## config.mk

```make
export PLATFORM = sky130hd
export DESIGN_NAME = led_mode_pattern_controller
export DESIGN_NICKNAME = d
export VERILOG_FILES = /design/src/sv/lmpc_pkg.sv /design/src/sv/lmpc_cfg_regs.sv /design/src/sv/lmpc_tick_logic.sv /design/src/sv/led_mode_pattern_controller.sv
export SDC_FILE = /design/constraint.sdc
export NUM_CORES = 1
export LEC_CHECK = 0
export ABC_AREA = 0
export BUFFER_PORTS_ARGS = -buffer_cell sky130_fd_sc_hd__buf_4
export CORE_MARGIN = 2
export CORE_UTILIZATION = 55
export DETAILED_ROUTE_END_ITERATION = 7
export GPL_TIMING_DRIVEN = 0
export PLACE_DENSITY = 0.71
export SETUP_SLACK_MARGIN = 0.2
export SYNTH_ARGS = -nofsm -noshare
export SYNTH_HDL_FRONTEND = slang
export SYNTH_SLANG_ARGS = --single-unit
```

## constraint.sdc

```tcl
create_clock -name clk -period 12.64 [get_ports clk]
set_input_delay 1.264 -clock clk [delete_from_list [all_inputs] [get_ports clk]]
set_output_delay 1.264 -clock clk [all_outputs]
set_load 0.005 [all_outputs]
```

## src/sv/lmpc_pkg.sv

```systemverilog
// ----------------------------------------------------------------------------
// lmpc_pkg
// Shared types and constants for the LED mode pattern controller: mode codes,
// configuration register indexes, reset values and the configuration bundle.
// ----------------------------------------------------------------------------
package lmpc_pkg;

    localparam int CFG_DATA_W = 10;
    localparam int CFG_IDX_W  = 3;
    localparam int IVL_W      = 10;
    localparam int BYTE_W     = 8;
    localparam int LED_W      = 3;

    typedef enum logic [1:0] {
        MODE_OFF     = 2'd0,
        MODE_CHASE   = 2'd1,
        MODE_ALL_ON  = 2'd2,
        MODE_BREATHE = 2'd3
    } mode_t;

    localparam logic [CFG_IDX_W-1:0] CFG_CHASE_INTERVAL = 3'd0;
    localparam logic [CFG_IDX_W-1:0] CFG_FADE_INTERVAL  = 3'd1;
    localparam logic [CFG_IDX_W-1:0] CFG_MODE_HOLDOFF   = 3'd2;
    localparam logic [CFG_IDX_W-1:0] CFG_RESET_HOLDOFF  = 3'd3;
    localparam logic [CFG_IDX_W-1:0] CFG_PWM_PERIOD     = 3'd4;
    localparam logic [CFG_IDX_W-1:0] CFG_FADE_STEP      = 3'd5;

    localparam logic [IVL_W-1:0]  RST_CHASE_INTERVAL = 10'd200;
    localparam logic [IVL_W-1:0]  RST_FADE_INTERVAL  = 10'd15;
    localparam logic [IVL_W-1:0]  RST_MODE_HOLDOFF   = 10'd300;
    localparam logic [IVL_W-1:0]  RST_RESET_HOLDOFF  = 10'd200;
    localparam logic [BYTE_W-1:0] RST_PWM_PERIOD     = 8'd10;
    localparam logic [BYTE_W-1:0] RST_FADE_STEP      = 8'd5;

    localparam logic [LED_W-1:0] LEDS_OFF = 3'b000;
    localparam logic [LED_W-1:0] LEDS_ON  = 3'b111;
    localparam logic [BYTE_W-1:0] BRIGHT_MAX = 8'd255;

    typedef struct packed {
        logic [IVL_W-1:0]  chase_interval;
        logic [IVL_W-1:0]  fade_interval;
        logic [IVL_W-1:0]  mode_holdoff;
        logic [IVL_W-1:0]  reset_holdoff;
        logic [BYTE_W-1:0] pwm_period;
        logic [BYTE_W-1:0] fade_step;
    } cfg_t;

endpackage

```

## src/sv/lmpc_cfg_regs.sv

```systemverilog
// ----------------------------------------------------------------------------
// lmpc_cfg_regs
// Configuration register file, written through a plain index/data port.
// ----------------------------------------------------------------------------
module lmpc_cfg_regs (
    input  logic                              clk,
    input  logic                              rst_n,
    input  logic                              cfg_write_en,
    input  logic [lmpc_pkg::CFG_IDX_W-1:0]    cfg_index,
    input  logic [lmpc_pkg::CFG_DATA_W-1:0]   cfg_data,
    output lmpc_pkg::cfg_t                    cfg
);

    lmpc_pkg::cfg_t cfg_reg;
    lmpc_pkg::cfg_t cfg_next;

    always_comb
    begin
        cfg_next = cfg_reg;
        if (cfg_write_en)
        begin
            case (cfg_index)
                lmpc_pkg::CFG_CHASE_INTERVAL: cfg_next.chase_interval = cfg_data;
                lmpc_pkg::CFG_FADE_INTERVAL:  cfg_next.fade_interval  = cfg_data;
                lmpc_pkg::CFG_MODE_HOLDOFF:   cfg_next.mode_holdoff   = cfg_data;
                lmpc_pkg::CFG_RESET_HOLDOFF:  cfg_next.reset_holdoff  = cfg_data;
                lmpc_pkg::CFG_PWM_PERIOD:     cfg_next.pwm_period     = cfg_data[7:0];
                lmpc_pkg::CFG_FADE_STEP:      cfg_next.fade_step      = cfg_data[7:0];
                default:                      cfg_next = cfg_reg;
            endcase
        end
    end

    always_ff @(posedge clk or negedge rst_n)
    begin
        if (!rst_n)
        begin
            cfg_reg.chase_interval <= lmpc_pkg::RST_CHASE_INTERVAL;
            cfg_reg.fade_interval  <= lmpc_pkg::RST_FADE_INTERVAL;
            cfg_reg.mode_holdoff   <= lmpc_pkg::RST_MODE_HOLDOFF;
            cfg_reg.reset_holdoff  <= lmpc_pkg::RST_RESET_HOLDOFF;
            cfg_reg.pwm_period     <= lmpc_pkg::RST_PWM_PERIOD;
            cfg_reg.fade_step      <= lmpc_pkg::RST_FADE_STEP;
        end
        else
        begin
            cfg_reg <= cfg_next;
        end
    end

    assign cfg = cfg_reg;

endmodule

```

## src/sv/lmpc_tick_logic.sv

```systemverilog
// ----------------------------------------------------------------------------
// lmpc_tick_logic
// Per-tick state of the controller: mode, chase, fade and pwm state plus the
// saturating elapsed counters. Computes the next LED bits and mode in one pass.
// ----------------------------------------------------------------------------
module lmpc_tick_logic #(
    parameter int ELAPSED_WIDTH = 10
) (
    input  logic                            clk,
    input  logic                            rst_n,
    input  logic                            tick,
    input  logic                            mode_btn,
    input  logic                            reset_btn,
    input  lmpc_pkg::cfg_t                  cfg,
    output logic [lmpc_pkg::LED_W-1:0]      led_next,
    output lmpc_pkg::mode_t                 mode_next
);

    localparam int CMP_W = (ELAPSED_WIDTH > lmpc_pkg::IVL_W) ? ELAPSED_WIDTH
                                                             : lmpc_pkg::IVL_W;
    localparam int PROD_W = 2 * lmpc_pkg::BYTE_W + 1;

    lmpc_pkg::mode_t                 mode_reg;
    logic [lmpc_pkg::BYTE_W-1:0]     bright_reg;
    logic                            falling_reg;
    logic [1:0]                      pos_reg;
    logic [ELAPSED_WIDTH-1:0]        chase_el_reg;
    logic [ELAPSED_WIDTH-1:0]        fade_el_reg;
    logic [ELAPSED_WIDTH-1:0]        mode_el_reg;
    logic [ELAPSED_WIDTH-1:0]        reset_el_reg;
    logic [lmpc_pkg::BYTE_W-1:0]     phase_reg;
    logic [lmpc_pkg::LED_W-1:0]      led_reg;

    lmpc_pkg::mode_t                 mode_v;
    logic [lmpc_pkg::BYTE_W-1:0]     bright_v;
    logic                            falling_v;
    logic [1:0]                      pos_v;
    logic [ELAPSED_WIDTH-1:0]        chase_el_v;
    logic [ELAPSED_WIDTH-1:0]        fade_el_v;
    logic [ELAPSED_WIDTH-1:0]        mode_el_v;
    logic [ELAPSED_WIDTH-1:0]        reset_el_v;
    logic [lmpc_pkg::LED_W-1:0]      led_v;

    logic [ELAPSED_WIDTH-1:0]        chase_el_next;
    logic [ELAPSED_WIDTH-1:0]        fade_el_next;
    logic [ELAPSED_WIDTH-1:0]        mode_el_next;
    logic [ELAPSED_WIDTH-1:0]        reset_el_next;
    logic [lmpc_pkg::BYTE_W-1:0]     phase_next;

    logic                            rst_evt;
    logic                            mode_evt;
    logic signed [lmpc_pkg::IVL_W-1:0] nb;
    logic [lmpc_pkg::BYTE_W:0]       phase_inc;
    logic [PROD_W-1:0]               duty_lhs;
    logic [PROD_W-1:0]               duty_rhs;

    function automatic logic [ELAPSED_WIDTH-1:0] sat_inc(input logic [ELAPSED_WIDTH-1:0] v);
        logic [ELAPSED_WIDTH-1:0] r;
        r = (v == {ELAPSED_WIDTH{1'b1}}) ? v : v + 1'b1;
        return r;
    endfunction

    always_comb
    begin
        mode_v     = mode_reg;
        bright_v   = bright_reg;
        falling_v  = falling_reg;
        pos_v      = pos_reg;
        chase_el_v = chase_el_reg;
        fade_el_v  = fade_el_reg;
        mode_el_v  = mode_el_reg;
        reset_el_v = reset_el_reg;
        led_v      = led_reg;
        nb         = '0;
        duty_rhs   = '0;

        phase_inc = {1'b0, phase_reg} + 1'b1;
        // phase < floor(b*p/255)  <=>  (phase+1)*255 <= b*p
        duty_lhs  = {phase_inc, {lmpc_pkg::BYTE_W{1'b0}}} - PROD_W'(phase_inc);

        rst_evt  = reset_btn && (CMP_W'(reset_el_reg) >= CMP_W'(cfg.reset_holdoff));
        mode_evt = mode_btn && (CMP_W'(mode_el_reg) >= CMP_W'(cfg.mode_holdoff));

        if (rst_evt)
        begin
            reset_el_v = '0;
            mode_v     = lmpc_pkg::MODE_OFF;
            bright_v   = '0;
            falling_v  = 1'b0;
            pos_v      = 2'd0;
            led_v      = lmpc_pkg::LEDS_OFF;
        end
        else
        begin
            if (mode_evt)
            begin
                mode_el_v  = '0;
                mode_v     = lmpc_pkg::mode_t'(mode_reg + 2'd1);
                bright_v   = '0;
                falling_v  = 1'b0;
                pos_v      = 2'd0;
                chase_el_v = '0;
                fade_el_v  = '0;
                led_v      = (mode_v == lmpc_pkg::MODE_ALL_ON) ? lmpc_pkg::LEDS_ON
                                                               : lmpc_pkg::LEDS_OFF;
            end

            case (mode_v)
                lmpc_pkg::MODE_CHASE:
                begin
                    if (CMP_W'(chase_el_v) >= CMP_W'(cfg.chase_interval))
                    begin
                        chase_el_v = '0;
                        case (pos_v)
                            2'd0:    begin led_v = 3'b001; pos_v = 2'd1; end
                            2'd1:    begin led_v = 3'b010; pos_v = 2'd2; end
                            2'd2:    begin led_v = 3'b100; pos_v = 2'd0; end
                            default: begin led_v = lmpc_pkg::LEDS_OFF; pos_v = 2'd1; end
                        endcase
                    end
                end
                lmpc_pkg::MODE_BREATHE:
                begin
                    if (CMP_W'(fade_el_v) >= CMP_W'(cfg.fade_interval))
                    begin
                        fade_el_v = '0;
                        nb = falling_v ? ({2'b00, bright_v} - {2'b00, cfg.fade_step})
                                       : ({2'b00, bright_v} + {2'b00, cfg.fade_step});
                        if (nb <= 10'sd0)
                        begin
                            bright_v  = '0;
                            falling_v = 1'b0;
                        end
                        else if (nb >= 10'sd255)
                        begin
                            bright_v  = lmpc_pkg::BRIGHT_MAX;
                            falling_v = 1'b1;
                        end
                        else
                        begin
                            bright_v = nb[lmpc_pkg::BYTE_W-1:0];
                        end
                    end
                    duty_rhs = PROD_W'(bright_v * cfg.pwm_period);
                    led_v    = (duty_lhs <= duty_rhs) ? lmpc_pkg::LEDS_ON
                                                      : lmpc_pkg::LEDS_OFF;
                end
                default:
                begin
                    led_v = led_v;
                end
            endcase
        end

        chase_el_next = sat_inc(chase_el_v);
        fade_el_next  = sat_inc(fade_el_v);
        mode_el_next  = sat_inc(mode_el_v);
        reset_el_next = sat_inc(reset_el_v);
        phase_next    = (phase_inc >= {1'b0, cfg.pwm_period}) ? '0
                                                              : phase_inc[lmpc_pkg::BYTE_W-1:0];
    end

    always_ff @(posedge clk or negedge rst_n)
    begin
        if (!rst_n)
        begin
            mode_reg     <= lmpc_pkg::MODE_OFF;
            bright_reg   <= '0;
            falling_reg  <= 1'b0;
            pos_reg      <= 2'd0;
            chase_el_reg <= '0;
            fade_el_reg  <= '0;
            mode_el_reg  <= '0;
            reset_el_reg <= '0;
            phase_reg    <= '0;
            led_reg      <= lmpc_pkg::LEDS_OFF;
        end
        else if (tick)
        begin
            mode_reg     <= mode_v;
            bright_reg   <= bright_v;
            falling_reg  <= falling_v;
            pos_reg      <= pos_v;
            chase_el_reg <= chase_el_next;
            fade_el_reg  <= fade_el_next;
            mode_el_reg  <= mode_el_next;
            reset_el_reg <= reset_el_next;
            phase_reg    <= phase_next;
            led_reg      <= led_v;
        end
    end

    assign led_next  = led_v;
    assign mode_next = mode_v;

endmodule

```

## src/sv/led_mode_pattern_controller.sv

```systemverilog
// ----------------------------------------------------------------------------
// led_mode_pattern_controller
// Four-mode LED controller (off, chase, all on, breathing pwm) driven by one
// millisecond tick transaction per input, one result transaction per tick.
//
//   channel   direction   handshake                 payload
//   in        sink        in_valid / in_stall       mode_pressed, reset_pressed
//   out       source      out_valid / out_stall     led_levels, current_mode
//   cfg       sink        cfg_write_en              cfg_index, cfg_data
//
// one tick per clock sustained while out is not stalled; a result reaches the
// result register after its input is accepted into the input register, set by
// the single-pass tick logic between them. reset clears the valid flags and
// the tick state and loads the default configuration. a stall on out holds the
// result register and backs up into in_stall only when both registers are full.
// ----------------------------------------------------------------------------
module led_mode_pattern_controller #(
    parameter int ELAPSED_WIDTH = 10
) (
    input  logic                             clk,
    input  logic                             rst_n,
    input  logic                             in_valid,
    output logic                             in_stall,
    input  logic                             mode_pressed,
    input  logic                             reset_pressed,
    output logic                             out_valid,
    input  logic                             out_stall,
    output logic [2:0]                       led_levels,
    output logic [1:0]                       current_mode,
    input  logic                             cfg_write_en,
    input  logic [lmpc_pkg::CFG_IDX_W-1:0]   cfg_index,
    input  logic [lmpc_pkg::CFG_DATA_W-1:0]  cfg_data
);

    lmpc_pkg::cfg_t                cfg;
    logic                          in_valid_reg;
    logic                          mode_p_reg;
    logic                          reset_p_reg;
    logic                          out_valid_reg;
    logic [lmpc_pkg::LED_W-1:0]    led_out_reg;
    lmpc_pkg::mode_t               mode_out_reg;
    logic                          advance;
    logic                          tick;
    logic [lmpc_pkg::LED_W-1:0]    led_next;
    lmpc_pkg::mode_t               mode_next;

    // result register free or being emptied this cycle
    assign advance  = !out_valid_reg || !out_stall;
    assign tick     = advance && in_valid_reg;
    assign in_stall = in_valid_reg && !advance;

    lmpc_cfg_regs u_cfg (
        .clk          (clk),
        .rst_n        (rst_n),
        .cfg_write_en (cfg_write_en),
        .cfg_index    (cfg_index),
        .cfg_data     (cfg_data),
        .cfg          (cfg)
    );

    lmpc_tick_logic #(
        .ELAPSED_WIDTH (ELAPSED_WIDTH)
    ) u_tick (
        .clk       (clk),
        .rst_n     (rst_n),
        .tick      (tick),
        .mode_btn  (mode_p_reg),
        .reset_btn (reset_p_reg),
        .cfg       (cfg),
        .led_next  (led_next),
        .mode_next (mode_next)
    );

    always_ff @(posedge clk or negedge rst_n)
    begin
        if (!rst_n)
        begin
            in_valid_reg  <= 1'b0;
            out_valid_reg <= 1'b0;
        end
        else
        begin
            if (!in_stall)
            begin
                in_valid_reg <= in_valid;
            end
            if (advance)
            begin
                out_valid_reg <= in_valid_reg;
            end
        end
    end

    always_ff @(posedge clk)
    begin
        if (in_valid && !in_stall)
        begin
            mode_p_reg  <= mode_pressed;
            reset_p_reg <= reset_pressed;
        end
        if (tick)
        begin
            led_out_reg  <= led_next;
            mode_out_reg <= mode_next;
        end
    end

    assign out_valid    = out_valid_reg;
    assign led_levels   = led_out_reg;
    assign current_mode = mode_out_reg;

endmodule
```

==> results.yml, run 1 <==
route:
  ant_nets: 0
  drt_pass1_iterations: 8
  drtIter0Drc: 627
  viasPerCell: 5.994
  vias: 9626
  wire_per_inst_um: 17.84
  route.detailed.drc: 0
  wl_mm: 28.66
sta:
  fin_tns_setup_ns: 0
  rsz0062_at_grt: "no"
  period_needed_ns: 11.14
  skew_ns: 0.008969
  max_slew_margin_pct: 16.22
  hold_viol: 0
  slew_viol_final: 0
  max_freq_ghz: 0.08980
  setup_viol: 0
  period_share_pct: 88.10
  worst_slew_pin_slew_ns: 1.247
placement:
  io_buffers: 25
  dp_hpwl_mm: 21.71
  dp_cells: 1574
  globalplace.congestion: 0.8847
clock_tree:
  clkSinkCount: 129
  hold_buffers: 0
  clk_pin_slew_ns: 0.07
  cts_resized: 0
  insertion_delay_ns: 0.43
  h-tree-depth: 4
  cts_tree: "done"
  root_buffer: "clkbuf_16"
  cts_buffer_depth: 2
  postCtsSetupRepairBufs: 0
  numCtsBuffers: 17
yosys:
  synthFlopType: "dfrtp_1"
  ys_async_sr_fraction_pct: 94.57
  syn_area_per_cell_um2: 8.915
  ys_seq_area_share_pct: 28.84
  ys_ff_latch: 129
  syn_nets: 1465
  synth_edf_count: 7
  syn_area_um2: 11390
  ys_warn_count: 0
  synthCells: 1278
  synthDistinctLibCells: 84
floorplan:
  num_io_pins: 27
  die_w_um: 147.9
  core-area_um2: 20300
  fp.dieH_um: 147.9
  fp-row-count: 52
  start_util_pct: 56.13
  die-area_um2: 21880
final_layout:
  area_growth_pct: 9.851
  nNetsFinal: 1510
  multi_input_area_um2: 7402
  nFillCells: 1793
  largest_register_ffs: 56
  layout.cells.non_filler: 1606
  drive_above_1_share_pct: 11.45
  fin_util_pct: 61.66
  diodes: 0
  regArea_um2: 3286
global_routing:
  antenna_found_initial: 0
  grt_usage_pct: 27.27
  first_global_vias: 9364
  gr-total-overflow: 0
  grt_max_degree: 76
  grt_pass1_wl_mm: 47.24
setup_path:
  slowest_stage: "a211oi_1"
  critPathArrivalTime_ns: 11.39
  critPathBufInv: 11
  path_max_fanout: 10
  crit_top_cell: "inv_1"
  cpPeakStageDelay_ns: 0.72
  worstSetupPathType: "register to register"
  crit_family: "compound AO/OA/AOI/OAI gates"
  cp.required_ns: 12.89
  cp-start-kind: "register"
  cp-end-kind: "register"
power:
  p_leak_nw: 5.905
  p_per_area_nw_per_um2: 170.5
  ir_drop_v: 0.0001135
  finalPower_w: 0.002134
job:
  drv_cap: 0
outcome:
  status: "finished clean"
hold_path:
  hold_path_class: "register to register"
==> tightest hold or removal path, delay by kind of cell, from the launching register on <==
kind | cells | cell delay, ns
and+or+nand+nor | 1 | 0.05
AOI/OAI and AO/OA | 1 | 0.05
DFF | 1 | 0.34
==> synth_stat cells, drive strengths merged (18+ instances only) <==
cell type	instances	share of area [%]
a21o	24	1.6
a21oi	59	2.7
and2	59	3.2
and3	21	1.2
clkbuf	25	0.82
dfrtp	104	23
dfstp	18	4.2
fa	38	6.7
ha	129	14
inv	138	4.5
mux2	32	3.2
nand2	114	3.8
nand3	40	1.8
nor2	69	2.3
nor3	19	0.88
o21ai	91	4.0
xnor2	30	2.4
==> logic make-up after synthesis <==
family          after synthesis  synth area share, %
mux                          37                3.602
compound gates              323                19.26
simple gates                397                17.81
fa+ha+maj                   167                20.84
buf+inv                     181                6.194
flops                       129                28.84
xor+xnor                     44                3.448
==> metal layers <==
metal | wire length, um | up-vias | share of wire (%) | track usage (%)
li1 | - | 4592 | - | -
met1 | 12620 | 4693 | 44 | 35.71
met2 | 13850 | 289 | 48 | 46.49
met3 | 1387 | 52 | 4.8 | 3.920
met4 | 804 | 0 | 2.8 | 9.429
met5 | 0 | - | 0 | 0
==> placed cells by master (no fill, tap or decap), types with 32 or more instances in the layout <==
master     n
inv_1    136
ha_1     129
nand2_1  114
dfrtp_1  104
o21ai_0   67
nor2_1    67
and2_1    59
a21oi_1   57
nand3_1   40
fa_1      38
mux2_2    32
==> per-stage QoR <==
| step | hold WS, ns | setup slack [ns] | cell area [um2] |
|---|---|---|---|
| after floorplan | 0.4402 | 3.322 | 11390 |
| after detailed placement | 0.4657 | 1.538 | 11950 |
| after global routing | 0.5107 | 0.5832 | 12520 |
| after global placement | 0.4544 | 1.618 | 11920 |
| final | 0.4815 | 1.504 | 12520 |
| after CTS | 0.4800 | 1.485 | 12520 |
==> final timing paths <==
check	slack, ns	endpoint	cells past startpoint	start
max	1.50	led_levels[0]$_DFFE_PP_	46	u_tick.mode_el_reg[0]$_DFFE_PN0P_
min	0.48	u_tick.bright_reg[6]$_DFFE_PN0P_	2	u_tick.bright_reg[6]$_DFFE_PN0P_
max reg2reg	1.50	led_levels[0]$_DFFE_PP_	46	u_tick.mode_el_reg[0]$_DFFE_PN0P_
min reg2reg	0.48	u_tick.bright_reg[6]$_DFFE_PN0P_	2	u_tick.bright_reg[6]$_DFFE_PN0P_
max in group asynchronous	11.12	u_cfg.cfg[0]$_DFFE_PN1P_	2	rst_n
min in group asynchronous	0.77	u_cfg.cfg[17]$_DFFE_PN0P_	1	rst_n
==> area by class of cell <==
cell class	instances	share of cell area (%)
multi-input cells	968	59.14
flip-flops and latches	129	26.25
inverters	139	4.169
clock buffers	17	3.399
well taps	270	2.699
repair buffers	26	1.749
plain buffers	42	1.470
clock inverters	15	1.120
==> where the power goes <==
| part | leakage, nW | switching (W) | total [W] | internal (W) |
|---|---|---|---|---|
| sequential | 1.55 | 0.0000929 | 0.000618 | 0.000525 |
| clock | 0.269 | 0.000211 | 0.000470 | 0.000259 |
| combinational | 4.08 | 0.000599 | 0.00105 | 0.000447 |
| total | 5.90 | 0.000903 | 0.00213 | 0.00123 |
Power figures use the tool's default switching activity.
==> run 2, diff against run 1 <==
REMOVE_ABC_BUFFERS = 1   (was not set)
==> run 2 against run 1 <==
  * Design area is 0.48% lower
  * Worst setup slack gained 0.16 ns
  * Register-to-register slack better by 0.16 ns
  * Non-clock buffer count is 36 lower
  * Cell count is 2.2% lower
  * Critical path depth fell by 3
  * Sequential cell count unchanged
  * Via count shrank 3.4%
  * Clock skew hardly changed
==> results.yml, run 2 (synthesis gave the netlist of run 1 again) <==
global_routing:
  busiest_layer: "met2"
  use_met2_pct: 42.16
  first_global_vias: 8967
  grt_usage_pct: 25.38
  grt_pass1_wl_mm: 44.89
  grt_max_degree: 63
  antenna_found_initial: 0
  use_met3_pct: 2.593
  gr-total-overflow: 0
  use_met1_pct: 35.62
setup_path:
  path_max_fanout: 11
  r2r_start: "u_tick.mode_el_reg[0]$_DFFE_PN0P_"
  rr_worst_depth: 43
  cp-start-kind: "register"
  worstSetupPathType: "register to register"
  cp.required_ns: 12.90
  slowest_stage: "a211oi_1"
  reg2reg_to: "led_levels[0]$_DFFE_PP_"
  critPathArrivalTime_ns: 11.23
  crit_family: "compound AO/OA/AOI/OAI gates"
  cp-end-kind: "register"
  critPathBufInv: 6
  rrSetupSlack_ns: 1.67
  crit_top_cell: "inv_1"
  cpPeakStageDelay_ns: 0.82
placement:
  placed_cell_area_um2: 11860
  dp_hpwl_mm: 19.64
  globalplace.congestion: 0.8968
  dpl_worst_slack_ns: 1.860
  dp_cells: 1538
  io_buffers: 26
clock_tree:
  cts_resized: 0
  hold_buffers: 0
  cts_buffer_depth: 2
  numCtsBuffers: 17
  h-tree-depth: 4
  root_buffer: "clkbuf_16"
  insertion_delay_ns: 0.42
  clkSinkCount: 129
  clk_pin_slew_ns: 0.06
  postCtsSetupRepairBufs: 0
  cts_tree: "done"
route:
  vias: 9303
  ant_nets: 0
  route.detailed.drc: 0
  wl_mm: 26.56
  drt_pass1_iterations: 5
  drtIter0Drc: 750
  wire_per_inst_um: 16.91
  viasPerCell: 5.925
floorplan:
  core-area_um2: 20300
  die-area_um2: 21880
  start_util_pct: 56.13
  fp-row-count: 52
  fp.dieH_um: 147.9
  num_io_pins: 27
  die_w_um: 147.9
final_layout:
  layout_commonest_cell: "inv_1"
  drive_above_1_share_pct: 11.54
  largest_register_ffs: 56
  diodes: 0
  mostFrequentLayoutCells: "inv_1, ha_1, nand2_1, dfrtp_1"
  final_area_um2: 12460
  nNetsFinal: 1474
  layout.cells.non_filler: 1570
  area_growth_pct: 9.324
outcome:
  status: "finished clean"
sta:
  hold_slack_ns: 0.4837
  period_needed_ns: 10.97
  slew_viol_final: 0
  period_share_pct: 86.81
  max_freq_ghz: 0.09114
  fin_tns_setup_ns: 0
  hold_viol: 0
  fin_ws_ns: 1.667
  max_slew_margin_pct: 15.94
  setup_viol: 0
  worst_slew_pin_slew_ns: 1.258
  skew_ns: 0.009373
  rsz0062_at_grt: "no"
hold_path:
  whs_endpoint: "u_tick.bright_reg[6]$_DFFE_PN0P_"
  holdPathStages: 2
  hold_path_class: "register to register"
  hold_start: "u_tick.bright_reg[6]$_DFFE_PN0P_"
job:
  drv_cap: 0
power:
  p_per_area_nw_per_um2: 170.8
  ir_drop_v: 0.0001061
  p_leak_nw: 5.885
run 2: cell types whose count changed in the layout (fill, tap and decap cells not counted), moves of 3 or more:
| cell | before | now |
|---|---|---|
| buf_4 | 28 | 25 |
| buf_1 | 4 | 0 |
| clkbuf_1 | 25 | 1 |
| inv_6 | 7 | 4 |
| buf_2 | 9 | 1 |
| buf_6 | 1 | 4 |
run 2: cell type report:
class | count | area, um2
tap | 270 | 337.8
fill | 1738 | 7844
timing repair buffer | 32 | 285.3
clock inverter | 13 | 152.6
inverter | 139 | 523.0
multi-input combinational | 968 | 7428
clock buffer | 19 | 442.9
sequential | 129 | 3286
run 2: worst reg2reg max path, delay by kind of cell (launching register included):
kind | cells | cell delay (ns)
adders and majority gates | 9 | 3.25
buffers and inverters | 6 | 0.47
AOI/OAI and AO/OA | 18 | 4.90
DFF | 1 | 0.39
and+or+nand+nor | 9 | 1.67
xor gates and xnor gates | 1 | 0.13
run 2: power by group:
group	internal, W	leakage, nW	switching [W]
Clock	0.000300	0.287	0.000195
Sequential	0.000525	1.55	0.000104
Combinational	0.000438	4.04	0.000565
run 2: worst max-delay path by stage:
stage / depth (start not counted) / from / to
after CTS: 41 / u_tick.mode_el_reg[0]$_DFFE_PN0P_ / led_levels[0]$_DFFE_PP_
after global placement: 41 / u_cfg.cfg[34]$_DFFE_PN1P_ / led_levels[0]$_DFFE_PP_
final: 43 / u_tick.mode_el_reg[0]$_DFFE_PN0P_ / led_levels[0]$_DFFE_PP_
after global routing: 42 / u_tick.mode_el_reg[0]$_DFFE_PN0P_ / led_levels[0]$_DFFE_PP_
after detailed placement: 41 / u_tick.mode_el_reg[0]$_DFFE_PN0P_ / led_levels[0]$_DFFE_PP_
after floorplan: 39 / u_cfg.cfg[34]$_DFFE_PN1P_ / led_levels[0]$_DFFE_PP_
run 2: routing by layer:
metal,wire length (um),up-vias
met5,0,-
met4,320,0
met3,1141,23
met2,12890,236
met1,12200,4510
li1,-,4534
run 2: metrics by stage:
step                      power, W  utilization (%)
after floorplan           0.001369                -
after global placement    0.001592            57.85
after detailed placement  0.001628            58.43
after CTS                 0.002133            61.36
after global routing      0.002323            61.36
final                     0.002127            61.36
